**src/sv/udp_forward_classify_checksum_top_macros.svh**
```systemverilog
// ----------------------------------------------------------------------------
// UDP forward classifier assertion macros
// Shared concurrent assertion forms, clocked on clk, held off during reset.
// ----------------------------------------------------------------------------
`ifndef UDP_FORWARD_CLASSIFY_CHECKSUM_TOP_MACROS_SVH
`define UDP_FORWARD_CLASSIFY_CHECKSUM_TOP_MACROS_SVH

// same-cycle implication
`define UFCC_ASSERT_NOW(name, ante, cons, msg) \
	name: assert property (@(posedge clk) disable iff (!arst_n) (ante) |-> (cons)) \
		else $error(msg);

// next-cycle implication
`define UFCC_ASSERT_NEXT(name, ante, cons, msg) \
	name: assert property (@(posedge clk) disable iff (!arst_n) (ante) |=> (cons)) \
		else $error(msg);

`endif

```
**src/sv/ufcc_pkg.sv**
```systemverilog
// ----------------------------------------------------------------------------
// UDP forward classifier package
// Request and result types, configuration layout, offsets and checksum fold.
// ----------------------------------------------------------------------------
package ufcc_pkg;

	localparam int MAX_UDP_BYTES_DEF = 1480;
	localparam int POS_W             = 11;
	localparam int CFG_IDX_W         = 3;
	localparam int CFG_DATA_W        = 32;

	localparam logic [POS_W-1:0] POS_MAX       = 11'd2047;
	localparam logic [POS_W-1:0] POS_ETYPE_HI  = 11'd12;
	localparam logic [POS_W-1:0] POS_ETYPE_LO  = 11'd13;
	localparam logic [POS_W-1:0] POS_IP_FIRST  = 11'd14;
	localparam logic [POS_W-1:0] POS_PROTO     = 11'd23;
	localparam logic [POS_W-1:0] POS_UDP_START = 11'd34;
	localparam logic [POS_W-1:0] POS_DPORT_HI  = 11'd36;
	localparam logic [POS_W-1:0] POS_DPORT_LO  = 11'd37;
	localparam logic [POS_W-1:0] POS_ULEN_HI   = 11'd38;
	localparam logic [POS_W-1:0] POS_ULEN_LO   = 11'd39;
	localparam logic [POS_W-1:0] POS_UCSUM_HI  = 11'd40;
	localparam logic [POS_W-1:0] POS_UCSUM_LO  = 11'd41;
	localparam logic [POS_W-1:0] POS_MIN_LAST  = 11'd41;

	localparam logic [15:0] ETYPE_IPV4     = 16'h0800;
	localparam logic [7:0]  PROTO_UDP      = 8'd17;
	localparam logic [15:0] LISTEN_PORT_RST = 16'd7999;

	localparam logic [CFG_IDX_W-1:0] REG_ENTRY_PRESENT  = 3'd0;
	localparam logic [CFG_IDX_W-1:0] REG_LISTEN_PORT    = 3'd1;
	localparam logic [CFG_IDX_W-1:0] REG_NEW_SRC_IP     = 3'd2;
	localparam logic [CFG_IDX_W-1:0] REG_NEW_DST_IP     = 3'd3;
	localparam logic [CFG_IDX_W-1:0] REG_OUT_PORT_INDEX = 3'd4;

	localparam logic [1:0] VERDICT_PASS     = 2'd0;
	localparam logic [1:0] VERDICT_DROP     = 2'd1;
	localparam logic [1:0] VERDICT_REDIRECT = 2'd2;

	typedef struct packed {
		logic [7:0] data_byte;
		logic       last_byte;
	} frame_t;

	typedef struct packed {
		logic [1:0]  verdict;
		logic [31:0] egress_index;
		logic [15:0] ip_header_sum;
		logic [15:0] udp_sum;
	} result_t;

	typedef struct packed {
		logic        entry_present;
		logic [15:0] listen_port;
		logic [31:0] new_src_ip;
		logic [31:0] new_dst_ip;
		logic [31:0] out_port_index;
	} cfg_t;

	// full one's complement fold of a sum below 2^34, then complement
	function automatic logic [15:0] fold_complement(input logic [33:0] s);
		logic [18:0] a;
		logic [16:0] b;
		logic [16:0] c;
		a = 19'(s[15:0]) + 19'(s[33:16]);
		b = 17'(a[15:0]) + 17'(a[18:16]);
		c = 17'(b[15:0]) + 17'(b[16]);
		return ~c[15:0];
	endfunction

endpackage

```
**src/sv/ufcc_parse.sv**
```systemverilog
// ----------------------------------------------------------------------------
// UDP forward classifier byte parser
// Per-byte classification and running checksums; builds the verdict on the
// last byte of a frame.
// ----------------------------------------------------------------------------
module ufcc_parse #(
	parameter int MAX_UDP_BYTES = ufcc_pkg::MAX_UDP_BYTES_DEF
) (
	input  logic             clk,
	input  logic             arst_n,
	input  logic             advance,
	input  ufcc_pkg::frame_t item,
	input  ufcc_pkg::cfg_t   cfg,
	output ufcc_pkg::result_t result
);

	localparam int UDP_END_INT = 34 + MAX_UDP_BYTES;
	localparam logic [ufcc_pkg::POS_W-1:0] UDP_END = ufcc_pkg::POS_W'(UDP_END_INT);

	logic [ufcc_pkg::POS_W-1:0] pos_q, pos_n;
	logic [2:0]  flags_q, flags_n;
	logic [7:0]  held_q, held_n;
	logic [19:0] ip_acc_q, ip_acc_n;
	logic [31:0] udp_acc_q, udp_acc_n;
	logic [17:0] addr_sum_q;

	logic [7:0]  b;
	logic [15:0] word_part;
	logic        udp_take;
	logic        udp_len;
	logic        redirect;
	logic        match;
	logic [15:0] usum_raw;

	always_comb begin
		b         = item.data_byte;
		word_part = pos_q[0] ? {8'd0, b} : {b, 8'd0};

		held_n = held_q;
		if (pos_q == ufcc_pkg::POS_ETYPE_HI || pos_q == ufcc_pkg::POS_DPORT_HI) begin
			held_n = b;
		end

		flags_n = flags_q;
		if (pos_q == ufcc_pkg::POS_ETYPE_LO && {held_q, b} == ufcc_pkg::ETYPE_IPV4) begin
			flags_n[0] = 1'b1;
		end
		if (pos_q == ufcc_pkg::POS_PROTO && b == ufcc_pkg::PROTO_UDP) begin
			flags_n[1] = 1'b1;
		end
		if (pos_q == ufcc_pkg::POS_DPORT_LO && {held_q, b} == cfg.listen_port) begin
			flags_n[2] = 1'b1;
		end

		ip_acc_n = ip_acc_q;
		if (pos_q >= ufcc_pkg::POS_IP_FIRST && pos_q <= ufcc_pkg::POS_PROTO) begin
			ip_acc_n = ip_acc_q + 20'(word_part);
		end

		// UDP checksum field skipped; length word counted twice (pseudo header)
		udp_take = pos_q >= ufcc_pkg::POS_UDP_START && pos_q < ufcc_pkg::POS_MAX
			&& pos_q < UDP_END
			&& pos_q != ufcc_pkg::POS_UCSUM_HI && pos_q != ufcc_pkg::POS_UCSUM_LO;
		udp_len  = pos_q == ufcc_pkg::POS_ULEN_HI || pos_q == ufcc_pkg::POS_ULEN_LO;
		udp_acc_n = udp_acc_q;
		if (udp_take) begin
			udp_acc_n = udp_len ? udp_acc_q + {15'd0, word_part, 1'b0}
				: udp_acc_q + 32'(word_part);
		end

		pos_n = (pos_q < ufcc_pkg::POS_MAX) ? pos_q + ufcc_pkg::POS_W'(1) : pos_q;

		match    = pos_q >= ufcc_pkg::POS_MIN_LAST && flags_n == 3'b111;
		redirect = match && cfg.entry_present;
		usum_raw = ufcc_pkg::fold_complement(34'(udp_acc_n) + 34'(addr_sum_q)
			+ 34'(ufcc_pkg::PROTO_UDP));

		result = '0;
		if (match && !cfg.entry_present) begin
			result.verdict = ufcc_pkg::VERDICT_DROP;
		end else if (redirect) begin
			result.verdict       = ufcc_pkg::VERDICT_REDIRECT;
			result.egress_index  = cfg.out_port_index;
			result.ip_header_sum = ufcc_pkg::fold_complement(34'(ip_acc_n) + 34'(addr_sum_q));
			result.udp_sum       = (usum_raw == 16'd0) ? 16'hffff : usum_raw;
		end
	end

	always_ff @(posedge clk or negedge arst_n) begin
		if (!arst_n) begin
			pos_q      <= '0;
			flags_q    <= '0;
			held_q     <= '0;
			ip_acc_q   <= '0;
			udp_acc_q  <= '0;
			addr_sum_q <= '0;
		end else begin
			addr_sum_q <= 18'(cfg.new_src_ip[31:16]) + 18'(cfg.new_src_ip[15:0])
				+ 18'(cfg.new_dst_ip[31:16]) + 18'(cfg.new_dst_ip[15:0]);
			if (advance) begin
				if (item.last_byte) begin
					pos_q     <= '0;
					flags_q   <= '0;
					held_q    <= '0;
					ip_acc_q  <= '0;
					udp_acc_q <= '0;
				end else begin
					pos_q     <= pos_n;
					flags_q   <= flags_n;
					held_q    <= held_n;
					ip_acc_q  <= ip_acc_n;
					udp_acc_q <= udp_acc_n;
				end
			end
		end
	end

endmodule

```
**src/sv/udp_forward_classify_checksum_top.sv**
```systemverilog
// ----------------------------------------------------------------------------
// UDP forward classifier with checksum rewrite
// Path: the last byte of a frame is taken into the input register, then its
// verdict goes from the parser into the result register.
// Throughput: one frame byte per cycle, but a last byte waits while a verdict is held;
// the parser and both running sums update in a single pass per byte.
// Reset: clears frame state, handshake state and configuration to defaults.
// ----------------------------------------------------------------------------
`include "udp_forward_classify_checksum_top_macros.svh"

module udp_forward_classify_checksum_top #(
	parameter int MAX_UDP_BYTES = ufcc_pkg::MAX_UDP_BYTES_DEF
) (
	input  logic                              clk,
	input  logic                              arst_n,
	input  logic                              frame_valid,
	output logic                              frame_ready,
	input  ufcc_pkg::frame_t                  frame,
	output logic                              result_valid,
	input  logic                              result_ready,
	output ufcc_pkg::result_t                 result,
	input  logic                              wr_en,
	input  logic [ufcc_pkg::CFG_IDX_W-1:0]    wr_index,
	input  logic [ufcc_pkg::CFG_DATA_W-1:0]   wr_data
);

	ufcc_pkg::cfg_t    cfg_q;
	ufcc_pkg::frame_t  item_s1;
	logic              valid_s1;
	logic              advance;
	ufcc_pkg::result_t result_n;
	ufcc_pkg::result_t result_q;
	logic              result_valid_q;

	assign advance = valid_s1 && (!item_s1.last_byte || !result_valid_q || result_ready);
	assign frame_ready = !valid_s1 || advance;
	assign result_valid = result_valid_q;
	assign result = result_q;

	always_ff @(posedge clk or negedge arst_n) begin
		if (!arst_n) begin
			cfg_q.entry_present  <= 1'b0;
			cfg_q.listen_port    <= ufcc_pkg::LISTEN_PORT_RST;
			cfg_q.new_src_ip     <= '0;
			cfg_q.new_dst_ip     <= '0;
			cfg_q.out_port_index <= '0;
		end else if (wr_en) begin
			case (wr_index)
				ufcc_pkg::REG_ENTRY_PRESENT: begin
					cfg_q.entry_present <= wr_data[0];
				end
				ufcc_pkg::REG_LISTEN_PORT: begin
					cfg_q.listen_port <= wr_data[15:0];
				end
				ufcc_pkg::REG_NEW_SRC_IP: begin
					cfg_q.new_src_ip <= wr_data;
				end
				ufcc_pkg::REG_NEW_DST_IP: begin
					cfg_q.new_dst_ip <= wr_data;
				end
				ufcc_pkg::REG_OUT_PORT_INDEX: begin
					cfg_q.out_port_index <= wr_data;
				end
				default: begin
				end
			endcase
		end
	end

	always_ff @(posedge clk or negedge arst_n) begin
		if (!arst_n) begin
			valid_s1 <= 1'b0;
		end else if (frame_ready) begin
			valid_s1 <= frame_valid;
		end
	end

	always_ff @(posedge clk) begin
		if (frame_valid && frame_ready) begin
			item_s1 <= frame;
		end
	end

	ufcc_parse #(
		.MAX_UDP_BYTES(MAX_UDP_BYTES)
	) u_parse (
		.clk    (clk),
		.arst_n (arst_n),
		.advance(advance),
		.item   (item_s1),
		.cfg    (cfg_q),
		.result (result_n)
	);

	always_ff @(posedge clk or negedge arst_n) begin
		if (!arst_n) begin
			result_valid_q <= 1'b0;
		end else if (advance && item_s1.last_byte) begin
			result_valid_q <= 1'b1;
		end else if (result_ready) begin
			result_valid_q <= 1'b0;
		end
	end

	always_ff @(posedge clk) begin
		if (advance && item_s1.last_byte) begin
			result_q <= result_n;
		end
	end

	`UFCC_ASSERT_NOW(a_mid_byte_flows, valid_s1 && !item_s1.last_byte, advance,
		"mid-frame byte stalled")
	`UFCC_ASSERT_NOW(a_stall_cause, !frame_ready,
		valid_s1 && item_s1.last_byte && result_valid_q && !result_ready,
		"input stalled without a held verdict")
	`UFCC_ASSERT_NEXT(a_result_loaded, advance && item_s1.last_byte, result_valid_q,
		"last byte left no verdict")
	`UFCC_ASSERT_NOW(a_non_redirect_zero,
		result_valid_q && result_q.verdict != ufcc_pkg::VERDICT_REDIRECT,
		result_q.egress_index == '0 && result_q.ip_header_sum == '0
			&& result_q.udp_sum == '0,
		"non-redirect verdict with nonzero fields")
	`UFCC_ASSERT_NOW(a_verdict_code, result_valid_q,
		result_q.verdict == ufcc_pkg::VERDICT_PASS
			|| result_q.verdict == ufcc_pkg::VERDICT_DROP
			|| result_q.verdict == ufcc_pkg::VERDICT_REDIRECT,
		"verdict code out of range")

endmodule

```
**config.mk**
```make
export PLATFORM = sky130hd
export DESIGN_NAME = udp_forward_classify_checksum_top
export DESIGN_NICKNAME = d
export VERILOG_FILES = /design/src/sv/ufcc_pkg.sv /design/src/sv/ufcc_parse.sv /design/src/sv/udp_forward_classify_checksum_top.sv
export VERILOG_INCLUDE_DIRS = /design/src /design/src/sv
export SDC_FILE = /design/constraint.sdc
export NUM_CORES = 1
export LEC_CHECK = 0
export ABC_AREA = 1
export BUFFER_PORTS_ARGS = -buffer_cell sky130_fd_sc_hd__buf_4
export CORE_MARGIN = 3
export CORE_UTILIZATION = 63
export CTS_CLUSTER_DIAMETER = 200
export DETAILED_ROUTE_END_ITERATION = 12
export PLACE_DENSITY = 0.85
export SLEW_MARGIN = 20
export SYNTH_ARGS = -nofsm -noshare
export SYNTH_HDL_FRONTEND = slang
export SYNTH_SLANG_ARGS = --single-unit
```
**constraint.sdc**
```tcl
create_clock -name clk -period 12.9 [get_ports clk]
set_clock_uncertainty 0.15 [all_clocks]
set_input_delay 2.58 -clock clk [delete_from_list [all_inputs] [get_ports clk]]
set_output_delay 2.58 -clock clk [all_outputs]
set_load 0.005 [all_outputs]
```
-- After elaboration in Yosys (flattened, before gate mapping)
Index checks and enable logic that the tools add are counted.
- register bits after elaboration: 282
- output and inout port bits: 68
- add/subtract/negate cells: 16
- order comparisons: 6
- equality and inequality tests: 17
- multiplexer cells: 18
- bitwise logic cells: 3
- reductions and logical operators: 36
- operators with widths (kind ; number):
    32-bit two-way mux ; 3
    66-bit two-way mux ; 1
    11-bit by 6-bit equality test with 1-bit output, second input constant ; 4
    20-bit two-way mux ; 2
    16-bit by 18-bit adder with 19-bit output ; 2
    18-bit by 16-bit adder with 18-bit output ; 2
    16-bit by 3-bit adder with 17-bit output ; 2
    34-bit by 5-bit adder with 34-bit output, second input constant ; 1
    32-bit by 18-bit adder with 33-bit output ; 1
    16-bit by 1-bit adder with 16-bit output ; 2
    32-bit by 16-bit adder with 32-bit output ; 1
    32-bit by 17-bit adder with 32-bit output ; 1
    16-bit two-way mux ; 2
    16-bit inverter ; 2
    11-bit by 4-bit equality test with 1-bit output, second input constant ; 2
    11-bit by 6-bit >= comparator with 1-bit output, second input constant ; 2
    11-bit < comparator, second input constant ; 2
    11-bit two-way mux ; 2
    11-bit by 6-bit inequality test with 1-bit output, second input constant ; 2
    20-bit by 18-bit adder with 21-bit output ; 1
    20-bit by 16-bit adder with 20-bit output ; 1
    16-bit by 16-bit adder with 17-bit output ; 1
    16-bit by 12-bit equality test with 1-bit output, second input constant ; 1
    16-bit equality test ; 1
    other kinds (20) ; 55

-- Depth between registers and ports, before layout
- word-level depth: 15
- depth in mapped cells: 80
- mapped depth without buffers: 77

-- By module
Synthesis repeated with hierarchy kept, for this count alone.
- cell total of the unflattened synthesis: 2977
- area, all modules: 21638.3 µm²
- modules (own cells, without submodules) (module ; instances ; cells an instance ; area each (µm²) ; seq. area each (µm²)):
    ufcc_parse ; 1 ; 2387 ; 14731.6 ; 2302.2
    udp_forward_classify_checksum_top ; 1 ; 590 ; 6906.6 ; 5143.7

-- Worst setup path after synthesis
Ideal clock, no wire load.
- path kind: register -> register
- start: register u_parse.pos_q[0] (netlist bit)
- end: register result_q (netlist bit result[10]) (data pin)
- arrival: 9.187 ns
- setup slack: 3.289 ns
- cell stages (with the launch flop): 64
- path buffers: 3
- cell sequence: dfrtp_1 -> buf_2 -> buf_1 -> nand2_1 -> inv_1 -> ha_1 -> fa_1 -> a21oi_1 -> o21ai_1 -> nand2_1 -> nand2_1 -> nor2_1 -> o311ai_0 -> o21ai_0 -> ha_1 -> nand2_1 -> inv_1 -> a21oi_1 -> [28 not listed] -> nor2_1 -> ha_1 -> ha_1 -> inv_1 -> nor2_1 -> inv_1 -> nor2_1 -> nand2_1 -> nor2_4 -> nand3_2 -> nor2_4 -> nand4_1 -> or2_1 -> nand2_1 -> nor2_1 -> nand3_4 -> buf_6 -> a21oi_2
- word-level cells in the longest chain between the ends: 14
- elaborated cells on any way between the ends: 41
- classes of those cells: add/sub (7); order compare (4); eq/ne (8); mux (7); bitwise (2); reduce/logical (13)
- ends and longest elaborated chain (what ; line ; source):
    start, declared ; ufcc_parse.sv:20 ; logic [ufcc_pkg::POS_W-1:0] pos_q, pos_n;
    start signal, assigned ; ufcc_parse.sv:108 ; pos_q <= pos_n;
    parallel branches: the longest is 14 deep, another holds 34-bit by 5-bit adder with 34-bit output ; -- ;
    end signal, assigned ; udp_forward_classify_checksum_top.sv:107 ; result_q <= result_n;
    end, declared ; udp_forward_classify_checksum_top.sv:32 ; ufcc_pkg::result_t result_q;
Several ways; the timed one is not identified.
A chain may end at the register's enable or synchronous reset.

-- Worst setup path in the final report
- start: register u_parse.pos_q[0] (netlist bit)
- end: register result_q (netlist bit result[1]) (data pin)
The elaborated chain is that of the path after synthesis.

==> out/metrics.cfg <==
[cts]
clk_latency_ns=0.59
post-cts-setup-buffers=0
cts-root-buf=clkbuf_16
htreeDepth=1
cts_tree=built
clkTransAtPathRegs_ns=0.06
clock-sinks=282
cts_max_path_buffers=3
cts_buffers=31

[power]
p_leak_nw=12.6
ir_worst_vdd_uv=145
total_power_mw=4.01
p_per_area_nw_per_um2=164

[synth]
ys.flop_type=dfrtp_1
ys_types=67
netlist_area_sq_um=22100
avgSynthCellArea_sq_um=7.21
ys_seq_elements=282
synth_edf_count=75
yosys_warnings=0
async_flop_share=0.734
syn_inst=3069
ys_seq_area_frac=0.336
synthesis.nets=3292

[global_routing]
antenna_found_initial=0
grt.total_usage=0.326
grt_pass1_wl_um=102000
grt_max_degree=77
grt_pass1_vias=20600
gr-total-overflow=0

[critical_path]
r2r-start=u_parse.pos_q[0]$_DFFE_PN0P_
worstPathRequired_ns=13.15
cp.buffers_inverters=10
endpoint_kind=register
crit_start=u_parse.pos_q[0]$_DFFE_PN0P_
worstPathMaxFanout=25
worstPathArrival_ns=11.69
timing.critical_path.mode_cell=inv_1
startpoint_type=register
cp_top_family=simple AND/OR/NAND/NOR gates
max_stage_delay_ns=0.59
cp_slowest_cell=dfrtp_2
critPathKind=reg -> reg

[floorplan]
initial_core_util=0.639
die_w_um=193
core_sq_um=34600
die_area_sq_um=37400
ios=117
die_y_um=193
num_rows=68

[routing]
avgRoutedWirePerCell_um=17.0
drtPass1Iterations=6
vias=20600
drcViolationCount=0
drt_wl_total_um=62000
ant_nets=0
first_iter_violations=1487
viasPerCell=5.64

[hold_path]
hold_path_class=reg -> reg
hold_path_startpoint=cfg_q[44]$_DFFE_PN0P_

[layout]
antenna_cells=0
drive_gt1_frac=0.0915
final_cell_mix=nand2_1 (754), inv_1 (522), nor2_1 (262)
area_growth_pct=10.8
fin_nets=3399
register_area_sq_um=7450
fillCellCount=2799
multi_input_area_sq_um=12500
design_area_sq_um=24500
final_common_cell=nand2_1

[timing]
slew_headroom=0.289
hold_viol=0
finalSetupTns_ns=0
finalCriticalPeriod_ns=11.44
setup_viol=0
whs_ns=0.336
post-route-period-util=0.887
rsz0062_at_grt=no
worst_pin_slew_ns=1.07
slew_violations=0
max_freq_ghz=0.0874

[run_status]
status=finished, final reports clean

[placed_design]
place_congestion=0.948
hpwl_um=47500
place_area_sq_um=23500
portBuffers=116

[job]
maxCapViolations=0

==> through the flow <==
step                      utilization  setup slack [ns]  cells
after detailed placement        0.677              1.38   3598
after floorplan                     -              3.29   3069
after global placement          0.677              1.74   3598
after CTS                       0.708              1.24   3656
after global routing            0.709             0.251   3656
final                           0.709              1.46   3656
==> tightest hold or removal path, stage by stage, from the launching register on <==
cell and delay, ns:
dfrtp_1 0.34, nand2_1 0.05, o21ai_0 0.06
==> flip-flops by register name, summed over array words and instances, names as in the netlist <==
name                cells
cfg_q                 113
item_s1                 9
result                 66
result_valid            1
u_parse.addr_sum_q     18
u_parse.flags_q         3
u_parse.held_q          8
u_parse.ip_acc_q       20
u_parse.pos_q          11
u_parse.udp_acc_q      32
valid_s1                1
==> logic make-up after synthesis <==
| family | after synthesis | share of synthesized area |
|---|---|---|
| AOI/OAI and AO/OA | 553 | 0.141 |
| xor gates and xnor gates | 135 | 0.0571 |
| adders and majority gates | 174 | 0.107 |
| buffers and inverters | 588 | 0.101 |
| DFF | 282 | 0.336 |
| other | 1 | 0.000169 |
| and+or+nand+nor | 1336 | 0.258 |
==> worst paths after layout <==
check / end / slack (ns) / depth (start not counted)
setup / recovery: result[1]$_SDFFCE_PP0P_ / 1.46 / 61
hold / removal: cfg_q[44]$_DFFE_PN0P_ / 0.34 / 2
setup reg to reg: result[1]$_SDFFCE_PP0P_ / 1.46 / 61
hold reg to reg: cfg_q[44]$_DFFE_PN0P_ / 0.34 / 2
max in group asynchronous: cfg_q[18]$_DFFE_PN0P_ / 9.38 / 2
min in group asynchronous: u_parse.udp_acc_q[16]$_DFFE_PN0P_ / 1.80 / 1
==> power by group <==
group / internal [mW] / total [mW] / switching [mW] / leakage, nW
Combinational: 0.675 / 1.94 / 1.26 / 8.73
Sequential: 1.05 / 1.15 / 0.0973 / 3.33
Clock: 0.538 / 0.930 / 0.392 / 0.526
Total: 2.26 / 4.01 / 1.75 / 12.6
==> repair_timing <==
item                                    in CTS  in global routing
hold buffers                                 0                  0
resized for setup                            0                  2
endpoints found under the setup margin       0                 12
==> area by class of cell <==
cell class | count | share of cell area
Sequential cell | 282 | 0.304
Timing Repair Buffer | 124 | 0.0382
Clock buffer | 41 | 0.0352
Tap cell | 455 | 0.0232
Multi-Input combinational cell | 2199 | 0.510
Inverter | 538 | 0.0823
Clock inverter | 17 | 0.00790
==> synthesized netlist by cell type, drive strengths merged (13+ instances only) <==
cell	count	area, sq um
nor2	276	1100
nor3	43	253
nand4	50	319
xnor2	34	324
ha	148	1850
xor2	101	941
fa	26	521
dfrtp	196	4900
o21bai	21	158
inv	535	2010
o22ai	37	231
o21ai	255	1280
or2	13	83.8
clkbuf	44	165
edfxtp	75	2250
nand3	148	778
a21oi	170	896
nand2	781	3000
==> metal layers <==
metal,GRT usage,wire (um),part of all wire,vias up
met2,0.565,30100,0.48,650
met3,0.0385,3250,0.052,166
li1,-,-,-,10200
met4,0.131,2680,0.043,0
met5,0,0,0,-
met1,0.418,26000,0.42,9645
(Power assumes the default switching activity.)
